### config.mk
export PLATFORM = sky130hd
export DESIGN_NAME = edd_lane
export DESIGN_NICKNAME = d
export VERILOG_FILES = /design/src/sv/error_diffusion_dither_macros.svh /design/src/sv/edd_pkg.sv /design/src/sv/edd_lane.sv
export SDC_FILE = /design/constraint.sdc
export NUM_CORES = 1
export LEC_CHECK = 0
export BUFFER_PORTS_ARGS = -buffer_cell sky130_fd_sc_hd__clkbuf_2
export CAP_MARGIN = 20
export CORE_MARGIN = 3
export CORE_UTILIZATION = 35
export DETAILED_ROUTE_END_ITERATION = 12
export PLACE_DENSITY = 0.61
export SKIP_LAST_GASP = 1
export SYNTH_ARGS = -nofsm -noshare
export SYNTH_HDL_FRONTEND = slang
export SYNTH_SLANG_ARGS = --single-unit
### constraint.sdc
create_clock -name clk_i -period 33.4 [get_ports clk_i]
set_clock_uncertainty 0.1 [all_clocks]
set_input_delay 6.68 -clock clk_i [delete_from_list [all_inputs] [get_ports clk_i]]
set_output_delay 6.68 -clock clk_i [all_outputs]
set_load 0.05 [all_outputs]
### src/sv/error_diffusion_dither_macros.svh
// assertion macros for the dither rtl
`ifndef ERROR_DIFFUSION_DITHER_MACROS_SVH
`define ERROR_DIFFUSION_DITHER_MACROS_SVH

// same-cycle implication, clocked on clk_i and masked during reset
`define EDD_ASSERT_IMPL(lbl, ante, cons) \
  lbl: assert property (@(posedge clk_i) disable iff (!rst_ni) (ante) |-> (cons)) \
    else $error("dither check failed");

// next-cycle implication
`define EDD_ASSERT_NEXT(lbl, ante, cons) \
  lbl: assert property (@(posedge clk_i) disable iff (!rst_ni) (ante) |=> (cons)) \
    else $error("dither check failed");

`endif

### src/sv/edd_pkg.sv
// types, constants and helpers for the error diffusion dither
package edd_pkg;

  localparam int NCH = 3;
  localparam int PIX_W = 8;
  localparam int ERR_W = 9;
  localparam int ENTRY_W = NCH * ERR_W;
  localparam int CFG_IDX_W = 1;
  localparam int CFG_DATA_W = 16;
  localparam int CFG_WIDTH_W = 11;
  localparam int HEIGHT_W = 16;
  localparam int WIDTH_RESET = 640;
  localparam int HEIGHT_RESET = 480;

  typedef enum logic [CFG_IDX_W-1:0] {
    REG_IMAGE_WIDTH  = 1'b0,
    REG_IMAGE_HEIGHT = 1'b1
  } cfg_reg_e;

  typedef logic signed [ERR_W-1:0] err_t;

  // per-beat control handed from the sequencer to every lane
  typedef struct packed {
    logic accept;
    logic clear;
    logic has_right;
    logic has_left;
    logic has_below;
    logic last_col;
    logic line_zero;
  } lane_ctl_t;

  // divide by 16 rounding toward zero
  function automatic logic signed [11:0] div16_tz(input logic signed [11:0] x);
    logic signed [11:0] b;
    b = (x < 12'sd0) ? x + 12'sd15 : x;
    return b >>> 4;
  endfunction

endpackage

### src/sv/edd_lane.sv
// one colour channel: threshold, error split and carries
module edd_lane
  import edd_pkg::*;
(
  input  logic             clk_i,
  input  logic             rst_ni,
  input  lane_ctl_t        ctl_i,
  input  logic [PIX_W-1:0] pix_i,
  input  err_t             mem_err_i,
  output logic             q_o,
  output err_t             left_wr_o
);

  err_t rc_q, rc_d;
  err_t bp_q, bp_d;
  err_t brp_q, brp_d;
  err_t tail_q, tail_d;

  err_t              line_err;
  logic signed [10:0] v;
  logic              q;
  err_t              e;
  logic signed [11:0] e_w, e3, e5, e7;
  logic signed [11:0] d1, d3, d5, d7;
  err_t              next_below;

  // entry of the last column lives here, row 0 sees no error from above
  assign line_err = ctl_i.line_zero ? '0 : (ctl_i.last_col ? tail_q : mem_err_i);

  assign v = {3'b000, pix_i} + {{2{rc_q[ERR_W-1]}}, rc_q}
           + {{2{line_err[ERR_W-1]}}, line_err};
  assign q = (v >= 11'sd128);
  assign e = v[ERR_W-1:0] - (q ? 9'd255 : 9'd0);

  assign e_w = {{3{e[ERR_W-1]}}, e};
  assign e3 = (e_w <<< 1) + e_w;
  assign e5 = (e_w <<< 2) + e_w;
  assign e7 = (e_w <<< 3) - e_w;
  assign d1 = div16_tz(e_w);
  assign d3 = div16_tz(e3);
  assign d5 = div16_tz(e5);
  assign d7 = div16_tz(e7);

  assign next_below = brp_q + d5[ERR_W-1:0];
  assign left_wr_o = bp_q + d3[ERR_W-1:0];
  assign q_o = q;

  always_comb begin
    rc_d = rc_q;
    bp_d = bp_q;
    brp_d = brp_q;
    tail_d = tail_q;
    if (ctl_i.clear) begin
      rc_d = '0;
      bp_d = '0;
      brp_d = '0;
    end else if (ctl_i.accept) begin
      rc_d = ctl_i.has_right ? d7[ERR_W-1:0] : '0;
      if (ctl_i.has_below) begin
        if (ctl_i.last_col) begin
          tail_d = next_below;
          bp_d = '0;
          brp_d = '0;
        end else begin
          bp_d = next_below;
          brp_d = d1[ERR_W-1:0];
        end
      end else begin
        bp_d = '0;
        brp_d = '0;
      end
    end
  end

  always_ff @(posedge clk_i or negedge rst_ni) begin
    if (!rst_ni) begin
      rc_q <= '0;
      bp_q <= '0;
      brp_q <= '0;
    end else begin
      rc_q <= rc_d;
      bp_q <= bp_d;
      brp_q <= brp_d;
    end
  end

  // only read after a write in the same frame
  always_ff @(posedge clk_i) begin
    tail_q <= tail_d;
  end

endmodule

After elaboration in Yosys (flattened, before gate mapping)
Index checks and enable logic that the tools add are counted.

Add/subtract/negate cells: 12. Bitwise operators: 1. Reductions and logical operators: 2. $lt $le $gt $ge: 5. Multiplexer cells: 18.

Operator list (count): 2-to-1 mux 9 bit (13); 2-to-1 mux 12 bit (4); adder 12 x 5 -> 12 bit, second input constant (2); less-than comparator 12 x 1 -> 1 bit, second input constant (2); adder 10 x 9 -> 11 bit (2); adder 9 bit (2); adder 11 x 5 -> 12 bit, second input constant (1); adder 11 x 9 -> 12 bit (1); subtractor 12 x 9 -> 12 bit (1); >= comparator 11 x 9 -> 1 bit, second input constant (1); less-than comparator 11 x 1 -> 1 bit, second input constant (1); adder 9 x 5 -> 10 bit, second input constant (1); adder 9 x 9 -> 10 bit (1); less-than comparator 9 x 1 -> 1 bit, second input constant (1); subtractor 9 x 8 -> 9 bit (1); 2-to-1 mux 8 bit (1); AND reduction 4 bit (1); nonzero test 2 bit (1); NOT 1 bit (1).

Output and inout port bits: 10. Word-level logic and storage cells: 42. Register bits after elaboration: 36. Bits of input ports: 26.

Depth between registers and ports, before layout
Gate-level depths: netlist of the first run.

Depth in word-level cells: 14. Depth in mapped cells: 40.

Worst setup path before layout of the first run
Ideal clock, no wire load.

Path type: input-to-output. Start: input ctl_i[1] (netlist bit). End: output left_wr_o[8]. Stages: 36. Path slack: 11743 ps. Data arrival time: 14877 ps. Data required time: 26620 ps. Path through: buf_1 -> mux2i_1 -> nor2_1 -> fa_1 -> ha_1 -> inv_1 -> fa_1 -> nor2b_1 -> o21ai_0 -> a21boi_0 -> o21ai_0 -> a21boi_0 -> nor2_1 -> a21oi_1 -> a32oi_1 -> o221a_2 -> ha_1 -> fa_1 -> inv_1 -> ha_1 -> fa_1 -> a21o_1 -> a21oi_1 -> a211oi_1 -> o21ai_1 -> a21oi_1 -> nor3_2 -> nand2_1 -> xnor2_1 -> ha_1 -> inv_1 -> o21bai_1 -> a21oi_1 -> o21ai_0 -> xnor2_1 -> xnor2_1.

Word-level cells in the longest chain between the ends: 10.

RTL lines: start: declaration (RTL line edd_lane.sv:7) `input lane_ctl_t ctl_i,`; 2-to-1 mux 9 bit * (2 in a row) (RTL line edd_lane.sv:28) `assign line_err = ctl_i.line_zero ? '0 : (ctl_i.last_col ? tail_q : mem_err_i);`; adder 10 x 9 -> 11 bit * (RTL line edd_lane.sv:31) `+ {{2{line_err[ERR_W-1]}}, line_err};`; >= comparator 11 x 9 -> 1 bit * (RTL line edd_lane.sv:32) `assign q = (v >= 11'sd128);`; via q_o (RTL line edd_lane.sv:10) `output logic q_o,`; 2-to-1 mux 8 bit * (RTL line edd_lane.sv:33) `assign e = v[ERR_W-1:0] - (q ? 9'd255 : 9'd0);`; subtractor 9 x 8 -> 9 bit * (RTL line edd_lane.sv:33); adder 10 x 9 -> 11 bit * (RTL line edd_lane.sv:36) `assign e3 = (e_w <<< 1) + e_w;`; adder 11 x 5 -> 12 bit / less-than comparator 11 x 1 -> 1 bit (equally long branches) (RTL line edd_pkg.sv:36) `b = (x < 12'sd0) ? x + 12'sd15 : x;`; 2-to-1 mux 12 bit * (RTL line edd_pkg.sv:36); adder 9 bit * (RTL line edd_lane.sv:45) `assign left_wr_o = bp_q + d3[ERR_W-1:0];`; end: declaration (RTL line edd_lane.sv:11) `output err_t left_wr_o`.

Mark *: on every way through the listed nets, which the timed path passes. The rest lies on a longest branch.

Worst setup path after layout of the first run
Start: input ctl_i[1] (netlist bit). End: output left_wr_o[8].

Word-level cells in the longest chain between the ends: 10.

RTL lines (RTL line): 2-to-1 mux 9 bit * (2 in a row) (edd_lane.sv:28); adder 10 x 9 -> 11 bit * (edd_lane.sv:31); >= comparator 11 x 9 -> 1 bit (edd_lane.sv:32); 2-to-1 mux 8 bit (edd_lane.sv:33); subtractor 9 x 8 -> 9 bit * (edd_lane.sv:33); adder 10 x 9 -> 11 bit * (edd_lane.sv:36); adder 11 x 5 -> 12 bit / less-than comparator 11 x 1 -> 1 bit (equally long branches) (edd_pkg.sv:36); 2-to-1 mux 12 bit * (edd_pkg.sv:36); adder 9 bit * (edd_lane.sv:45).

Every way passes the cells marked *; elsewhere a longest branch is shown, timed or not.

==> results_dict.tcl, run 1 <==
set metrics [dict create \
    arrival_ns 15.48 \
    cp_num_buf_inv 4 \
    worstSkewPairLatency_ns 0.27 \
    cp_top_family "compound AO/OA/AOI/OAI gates" \
    ys_types 80 \
    required_ns 26.62 \
    cap_violations 0 \
    die_y_um 122 \
    critPathLaunchType "primary input" \
    drive_gt1_frac 0.163 \
    rows 41 \
    rsz0062_at_grt "false" \
    clk_path_buf_depth 2 \
    area_delta_synth_final_pct 10.2 \
    synth-edff-count 9 \
    htree_num_levels 2 \
    mostFrequentLayoutCells "59 x ha_1, 47 x xnor2_1, 40 x inv_1, 40 x nor2_1, 36 x nand2_1" \
    wl_per_cell_um 15.7 \
    post_cts_buffers 0 \
    setup_ws_ns 11.14 \
    vias_per_cell 5.31 \
    finalSetupViolCount 0 \
    die-area_um2 14900 \
    routed_wl_mm 11.5 \
    fin_hold_ws_ns 0.387 \
    numPortBuffers 34 \
    clkTransAtPathRegs_ns 0.06 \
    cts_tree "built" \
    grt_pass1_vias 3839 \
    max_stage_delay_ns 0.63 \
    grt_pass1_wl_mm 19.0 \
    async_reset_ff_frac 0.719 \
    post-place-ws_ns 11.14 \
    wl_met3_um 456 \
    coreArea_um2 12900 \
    grt_util_all_layers 0.158 \
    tightestPinTransition_ns 0.986 \
    post_cts_resized 0 \
    ys_warn_count 0 \
    wl_met2_mm 5.40 \
    drt_iter0_markers 260 \
    hold_viol_final 0 \
    grt_max_degree 24 \
    fin_tns_setup_ns 0 \
    status "completed" \
    cts_hold_buf 0 \
    top_layer "met4" \
    syn_inst 526 \
    relSlewSlack 0.342 \
    syn_area_um2 4720 \
    final_common_cell "ha_1" \
    io_pins 36 \
    ys_ff_latch 32 \
    dr_total_vias 3882 \
    clock_sinks 32 \
    drc 0 \
    synth_nets 625 \
    post-dp-hpwl_mm 9.57 \
    fin_crit_ns 22.26 \
    fin_crit_sh 0.666 \
    finalNetCount 657 \
    cts_root_buffer "clkbuf_16" \
    drv_slew 0 \
    hold_class "reg -> reg" \
    fp.dieW_um 122 \
    drtPass1Iterations 4 \
    fmax_mhz 44.9 \
    synth_flop_cell "dfrtp_1" \
    end_kind "primary output" \
    wl_met1_mm 5.38 \
    cts_buffers 5 \
    ys_seq_area_frac 0.179 \
    place.gp.congestion 0.913 \
    avgSynthCellArea_um2 8.97 \
    insertedDiodeCount 0 \
    antenna_found_initial 0 \
    cpMaxStageDelayCell "o221ai_1" \
    ant_nets 0 \
    start_util 0.366 \
    gr-total-overflow 0 \
    critPathMaxFanout 14 \
    path_class "in -> out" \
    cp_common_cell "nor2_1" \
]
-- path summary, 6_finish.rpt --
check                      cells after the start       from  slack [ns]      endpoint
max                                           36   ctl_i[1]       11.14  left_wr_o[8]
min                                            2    rc_q[4]        0.39       rc_q[4]
max reg2reg                                   36  tail_q[1]       24.17       bp_q[8]
min reg2reg                                    2    rc_q[4]        0.39       rc_q[4]
max in group asynchronous                      1     rst_ni       26.49       bp_q[6]
min in group asynchronous                      1     rst_ni        6.31       rc_q[5]
-- area by class of cell --
cell class | count | area (µm²)
clock inverters | 3 | 18.8
clock buffers | 5 | 125
inverters | 44 | 165
flip-flops and latches | 32 | 846
repair buffers | 36 | 183
multi-input cells | 439 | 3650
well taps | 172 | 215
fillers | 1264 | 7670
-- synth_stat cells, drive strengths merged, types with 5 or more instances --
library cell,instances,area (µm²)
o21a,5,38.8
a21oi,26,149
ha,59,738
inv,43,161
clkbuf,5,18.8
a22o,12,105
fa,14,280
a21o,13,97.6
nor3,13,90.1
maj3,5,53.8
nor2b,8,50.1
o21ai,29,145
edfxtp,9,270
a31oi,10,68.8
nand2b,10,65.1
nor2,43,166
nand3,11,55.1
xnor2,54,526
xor2,16,140
dfrtp,23,576
buf,6,42.5
mux2i,10,100
nand2,36,135
-- registers in the layout (all words and copies together), names as in the netlist --
name,cells
bp_q,9
brp_q,6
rc_q,8
tail_q,9
-- layer usage --
layer  vias to the layer above  global-route usage
met5                         -                   0
met4                         0              0.0462
met3                        14              0.0144
met2                        97               0.266
met1                      1830               0.217
li1                       1941                   -
-- cells by family after synthesis --
| logic type | count (synthesis) | synth area share |
|---|---|---|
| simple gates | 146 | 0.162 |
| compound gates | 132 | 0.209 |
| fa+ha+maj | 78 | 0.227 |
| xor+xnor | 72 | 0.151 |
| buf+inv | 55 | 0.0480 |
| flops | 32 | 0.179 |
| mux | 11 | 0.0236 |
-- worst register-to-register path, delay by kind of cell, from the launching register on --
family                   cells  cell delay, ns
AO/OA/AOI/OAI               19            3.81
XOR/XNOR                     2            0.97
adder cells (fa/ha/maj)      6            2.34
buffers and inverters        3            0.78
flip-flops                   1            0.38
multiplexers                 1            0.15
AND/OR/NAND/NOR              5            0.61
-- through the flow --
| stage | cells | utilization | instance area [µm²] |
|---|---|---|---|
| detailed placement | 721 | 0.392 | 5040 |
| global placement | 721 | 0.392 | 5040 |
| global route | 731 | 0.404 | 5200 |
| finish | 731 | 0.404 | 5200 |
| CTS | 729 | 0.403 | 5190 |
| floorplan | 526 | - | 4720 |
Power of run 1 is not shown: default switching activity piles up to over one toggle a cycle in this logic, so the estimate is an artifact.
==> inputs of run 2 (changes only) <==
--- a/config.mk
+++ b/config.mk
@@ -10,7 +10,7 @@
 export CORE_MARGIN = 3
 export CORE_UTILIZATION = 35
 export DETAILED_ROUTE_END_ITERATION = 12
-export PLACE_DENSITY = 0.61
+export PLACE_DENSITY = 0.63
 export SKIP_LAST_GASP = 1
 export SYNTH_ARGS = -nofsm -noshare
 export SYNTH_HDL_FRONTEND = slang
==> constraint.sdc (replaced) <==
create_clock -name clk_i -period 18.9 [get_ports clk_i]
set_clock_uncertainty 0.1 [all_clocks]
set_input_delay 3.78 -clock clk_i [delete_from_list [all_inputs] [get_ports clk_i]]
set_output_delay 3.78 -clock clk_i [all_outputs]
set_load 0.05 [all_outputs]
==> results_dict.tcl, run 2 (same netlist as run 1, synthesis figures left out) <==
set metrics [dict create \
    max_stage_delay_ns 0.67 \
    hold_viol_final 0 \
    final_cell_count_no_fill 731 \
    ant_nets 0 \
    relSlewSlack 0.354 \
    routed_wl_mm 11.3 \
    top_regs "bp_q x9, tail_q x9, rc_q x8" \
    grt_util_all_layers 0.157 \
    whs_path_depth 2 \
    finalNetCount 657 \
    fmax_mhz 60.5 \
    start_util 0.366 \
    fin_util 0.405 \
    required_ns 15.02 \
    status "completed" \
    fin_tns_setup_ns 0 \
    insertedDiodeCount 0 \
    fillers 1273 \
    coreArea_um2 12900 \
    cpMaxStageDelayCell "o221ai_1" \
    arrival_ns 12.64 \
    die_y_um 122 \
    cts_root_buffer "clkbuf_16" \
    setup_ws_ns 2.38 \
    cts_tree "built" \
    cp_common_cell "a21oi_1" \
    clk_path_buf_depth 2 \
    place.gp.congestion 0.914 \
    finalSetupViolCount 0 \
    critPathLaunchType "primary input" \
    area_delta_synth_final_pct 10.6 \
    drv_slew 0 \
    die-area_um2 14900 \
    htree_num_levels 2 \
    final_common_cell "ha_1" \
    clock_sinks 32 \
    vias_per_cell 5.29 \
    cap_violations 0 \
    cts_buffers 5 \
    antenna_found_initial 0 \
    drive_gt1_frac 0.159 \
    reg2regPathDepth 35 \
    post-place-ws_ns 2.42 \
    cts_hold_buf 0 \
    dp_cells 721 \
    fp.dieW_um 122 \
    post-dp-hpwl_mm 9.45 \
    drt_iter0_markers 210 \
    gr-total-overflow 0 \
    fin_crit_ns 16.52 \
    path_class "in -> out" \
    clkTransAtPathRegs_ns 0.05 \
    worstSkewPairLatency_ns 0.28 \
    drtPass1Iterations 4 \
    rows 41 \
    grt_max_degree 24 \
    dr_total_vias 3865 \
    wl_per_cell_um 15.5 \
    fin_crit_sh 0.874 \
    tightestPinTransition_ns 0.967 \
    numPortBuffers 34 \
    grt_pass1_vias 3910 \
    mostFrequentLayoutCells "59 x ha_1, 47 x xnor2_1, 40 x inv_1, 40 x nor2_1, 36 x nand2_1" \
    drc 0 \
    post_cts_resized 0 \
    hold_class "reg -> reg" \
    critPathMaxFanout 12 \
    post_cts_buffers 0 \
    io_pins 36 \
    end_kind "primary output" \
    grt_pass1_wl_mm 18.9 \
    rsz0062_at_grt "false" \
]
-- run 2: cell count changes in the layout (fill, tap and decap cells not counted), sizes merged --
| cell | previous run | this run |
|---|---|---|
| clkbuf | 40 | 41 |
| buf | 1 | 0 |
| clkinv | 4 | 3 |
| bufinv | 0 | 1 |
-- run 2: layout make-up --
cell class / instances / area [µm²] / share of cell area
repair buffers: 36 / 183 / 0.0350
flip-flops and latches: 32 / 846 / 0.162
clock inverters: 3 / 37.5 / 0.00719
well taps: 172 / 215 / 0.0412
inverters: 44 / 165 / 0.0316
multi-input cells: 439 / 3650 / 0.699
clock buffers: 5 / 125 / 0.0240
-- run 2: final timing paths --
check / from / endpoint / slack (ns)
hold / removal: brp_q[2] / brp_q[2] / 0.38
max in group asynchronous: rst_ni / bp_q[3] / 14.92
hold reg to reg: brp_q[2] / brp_q[2] / 0.38
min in group asynchronous: rst_ni / rc_q[7] / 3.39
setup reg to reg: tail_q[1] / bp_q[6] / 9.71
setup / recovery: ctl_i[1] / left_wr_o[8] / 2.38
-- run 2: metrics by stage --
step | hold slack, ns | instance area, µm²
after CTS | 0.393 | 5210
after detailed placement | 0.381 | 5040
final | 0.384 | 5220
after global placement | 0.371 | 5040
after global routing | 0.442 | 5220
after floorplan | 0.356 | 4720
-- run 2: routing by layer --
metal	part of all wire	up-vias	track usage	routed length (µm)
met2	0.49	60	0.286	5590
met4	0.0057	0	0.0308	64
met1	0.47	1865	0.204	5300
met3	0.030	4	0.0121	344
li1	-	1936	-	-
met5	0	-	0	0
-- run 2: worst max-delay path, delay by kind of cell --
family / cells / cell delay, ns
compound gates: 16 / 3.53
xor+xnor: 4 / 0.98
fa+ha+maj: 6 / 2.14
mux: 1 / 0.22
simple gates: 7 / 0.99
buf+inv: 5 / 0.97
Power of run 2 is left out for the same reason.
